`src/design/r2fft_ram.sv`:
```
// Generic single-port-write, one-port-read RAM with a registered read.
`timescale 1ns / 1ps
module r2fft_ram #(
    parameter int WIDTH = 48,
    parameter int DEPTH = 64
) (
    input  logic                     clk,
    input  logic                     we,
    input  logic [$clog2(DEPTH)-1:0] waddr,
    input  logic [WIDTH-1:0]         wdata,
    input  logic [$clog2(DEPTH)-1:0] raddr,
    output logic [WIDTH-1:0]         rdata
);

    logic [WIDTH-1:0] mem [0:DEPTH-1];

    always_ff @(posedge clk)
    begin
        if (we)
        begin
            mem[waddr] <= wdata;
        end
        rdata <= mem[raddr];
    end

endmodule
```
`config.mk`:
```
export PLATFORM = sky130hd
export DESIGN_NAME = r2fft_ram
export DESIGN_NICKNAME = d
export VERILOG_FILES = /design/src/design/r2fft_ram.sv
export SDC_FILE = /design/constraint.sdc
export NUM_CORES = 2
export LEC_CHECK = 0
export ABC_AREA = 1
export BUFFER_PORTS_ARGS = -buffer_cell sky130_fd_sc_hd__buf_2
export CORE_MARGIN = 1.5
export CORE_UTILIZATION = 41
export DETAILED_ROUTE_END_ITERATION = 6
export MAX_ROUTING_LAYER = met4
export SLEW_MARGIN = 15
export SYNTH_ARGS = -nofsm -noshare
export SYNTH_HDL_FRONTEND = slang
export SYNTH_SLANG_ARGS = --single-unit
```
`constraint.sdc`:
```
create_clock -name clk -period 8 [get_ports clk]
set_input_delay 0 -clock clk [delete_from_list [all_inputs] [get_ports clk]]
set_output_delay 0 -clock clk [all_outputs]
set_load 0.05 [all_outputs]
```
==> results.ini <==
[synth]
synth_area_um2=124000
syn_avg_cell_area_um2=12.3
synth-edff-count=3072
synthesis.nets=10200
ys.flop_type=edfxtp_1
synthCells=10100
synthArstFlopShare=0
synth_top_cell_by_area=edfxtp_1
yosysSeqAreaShare=0.750
synth_cell_types=18
yosys.cell_count.top_type=nand2_1
synth_top_area_frac=0.742
ys_seq_elements=3120
synth_common_cells=nand2_1, edfxtp_1, nand3_1, buf_2, clkbuf_1
synth.yosys.warnings=0
synth_area_leaders=edfxtp_1, nand3_1, nand2_1

[placed_design]
place_congestion=0.816
dp_hpwl_mm=194
io_buffers=109

[detailed_routing]
drtIter0Drc=11100
detail_route.wl_per_cell_um=27.0
vias=82500
dr.pass1.iters=7
final_antenna_net_count=0
viasPerCell=5.74
drc=16
wirelength_mm=388

[floorplan]
die_y_um=554
ios=110
die_area_um2=307000
start_util=0.411
coreArea_um2=302000
std_cell_rows=202
dieWidth_um=554

[sta]
fin_setup_tns_ns=0
min_period_over_period=0.432
max_freq_mhz=289
setup_viol=0
max_slew_margin=0.0682
tightest_slew_ns=1.40
final-hold-violation-count=0
rsz0062_at_grt=false
slew_violations=0
min_period_ns=3.46
clock_skew_ns=0.0868

[critical_path]
crit_chain=dlygate4sd3_1 -> buf_2 -> inv_1 -> nand4_1 -> nor2_4 -> buf_4
reg2regPathDepth=9
critPathArrivalTime_ns=3.93
slowest_delay_ns=1.24
crit_type=in2reg
start_kind=input pin
rr_startpoint=mem[48][39]$_DFFE_PP_
reg2reg_to=rdata[39]$_DFF_P_
crit_path_end_kind=flop
cp_slowest_cell=nor2_4
cp.required_ns=8.47
r2r_slack_ns=5.99
cp-startpoint=waddr[0]
crit_fanout=31

[pwr]
p_clk_frac=0.424
p_sw_mw=8.01
switching_share=0.227
vdd_drop_max_uv=167
comb_power_share=0.059
leakagePower_nw=48.6
power_density_nw_per_um2=253
seqPwrFrac=0.517
p_int_mw=27.2
power.total_mw=35.2

[clock_tree]
clockBufferDepth=4
cts_sinks=3120
cts_buffers=328
postCtsResizedCells=0
htree_levels=5
clk_pin_slew_ns=0.06
cts_root_buffer=clkbuf_16
post_cts_buffers=0
cts_tree=done
clock_latency_ns=0.91

[final_layout]
drive_gt1_frac=0.0780
fillers=26600
fin_nets=10200
area_delta_synth_final_pct=12.0

[global_route]
grt_pass1_wl_mm=553
met2_usage=0.403
use_met3=0.0345
grt_usage=0.254
grt-ovfl-total=0
grt_antenna_before_repair=37
gr-usage-met1=0.337
grt_busiest_layer=met2
grt_start_max_net_pins=205
grt_pass1_vias=77400

[status]
outcome=complete, but fails checks
violations=design-rule violations

[hold_path]
hold_path.startpoint=raddr[1]
min_to=rdata[25]$_DFF_P_
hold_depth=8
hold_class=in2reg

[flow_run]
maxCapViolCount=0

## metal layers
metal	wire length, um	up-vias
met5	0	-
met4	15700	0
met3	35300	842
met2	185000	4437
met1	152000	41100
li1	-	36100
## worst max-delay path by stage
stage / end / cells past startpoint
global placement: rdata[21]$_DFF_P_ / 11
CTS: mem[4][29]$_DFFE_PP_ / 6
detailed placement: rdata[21]$_DFF_P_ / 11
finish: mem[4][34]$_DFFE_PP_ / 6
global route: mem[4][29]$_DFFE_PP_ / 6
floorplan: mem[48][0]$_DFFE_PP_ / 3
## registers in the layout, summed over array words and instances, names as in the netlist
name / count
mem: 3072
rdata: 48
## cells in the final DEF (no fill, tap or decap), types with 12 or more instances in the layout
cell,n
clkinv_2,58
diode_2,19
buf_12,21
dfxtp_1,48
nor2_4,56
buf_4,169
clkbuf_16,335
edfxtp_1,3072
nand3_1,2857
buf_2,86
clkbuf_8,12
clkinv_1,71
dlygate4sd3_1,57
nand2_1,3372
bufinv_16,25
clkbuf_1,63
## worst max-delay path, delay by kind of cell
kind,cells,cell delay [ns]
buffers and inverters,4,1.86
AND/OR/NAND/NOR,2,2.00
## cell families (layout without fill, tap and decap cells)
kind of cell / after synthesis / in the layout / synth area share
buffers and inverters: 686 / 941 / 0.0310
DFF: 3120 / 3120 / 0.750
other: 0 / 19 / 0
and+or+nand+nor: 6302 / 6302 / 0.219
## timing repair
action                                  in CTS  in global routing
hold buffers                                57                  0
endpoints found under the setup margin       0                  0
endpoints found under the hold margin     3120                  0
## stage by stage
| step | util | instance area (um2) | std cells | hold slack [ns] | setup slack, ns |
|---|---|---|---|---|---|
| 2_1_floorplan | - | 124000 | 10100 | 0.0989 | 2.29 |
| 3_3_place_gp | 0.424 | 128000 | 13700 | 0.376 | 4.14 |
| 3_5_place_dp | 0.424 | 128000 | 13700 | 0.394 | 4.13 |
| 4_1_cts | 0.460 | 139000 | 14300 | 0.0364 | 4.59 |
| 5_1_grt | 0.461 | 139000 | 14400 | 0.0885 | 4.60 |
| 6_report | 0.461 | 139000 | 14400 | 0.0731 | 4.54 |
## power by group through the flow
stage	clock network [mW]	registers, mW	logic [mW]
6_report	14.9	18.2	2.08
5_1_grt	15.7	18.2	2.24
4_1_cts	15.1	18.2	2.06
3_5_place_dp	0	18.5	2.02
3_3_place_gp	0	18.5	1.99
2_1_floorplan	0	18.6	1.13
## cell type report
cell class,count,area (um2),share of cell area
antenna,19,47.5,0.000341
clock buffer,410,8780,0.0631
clock inverter,181,1650,0.0118
inverter,12,90.1,0.000647
multi-input combinational,6302,27800,0.199
sequential,3120,93200,0.669
tap,3978,4980,0.0357
timing repair buffer,338,2760,0.0198
(Power assumes the default switching activity.)
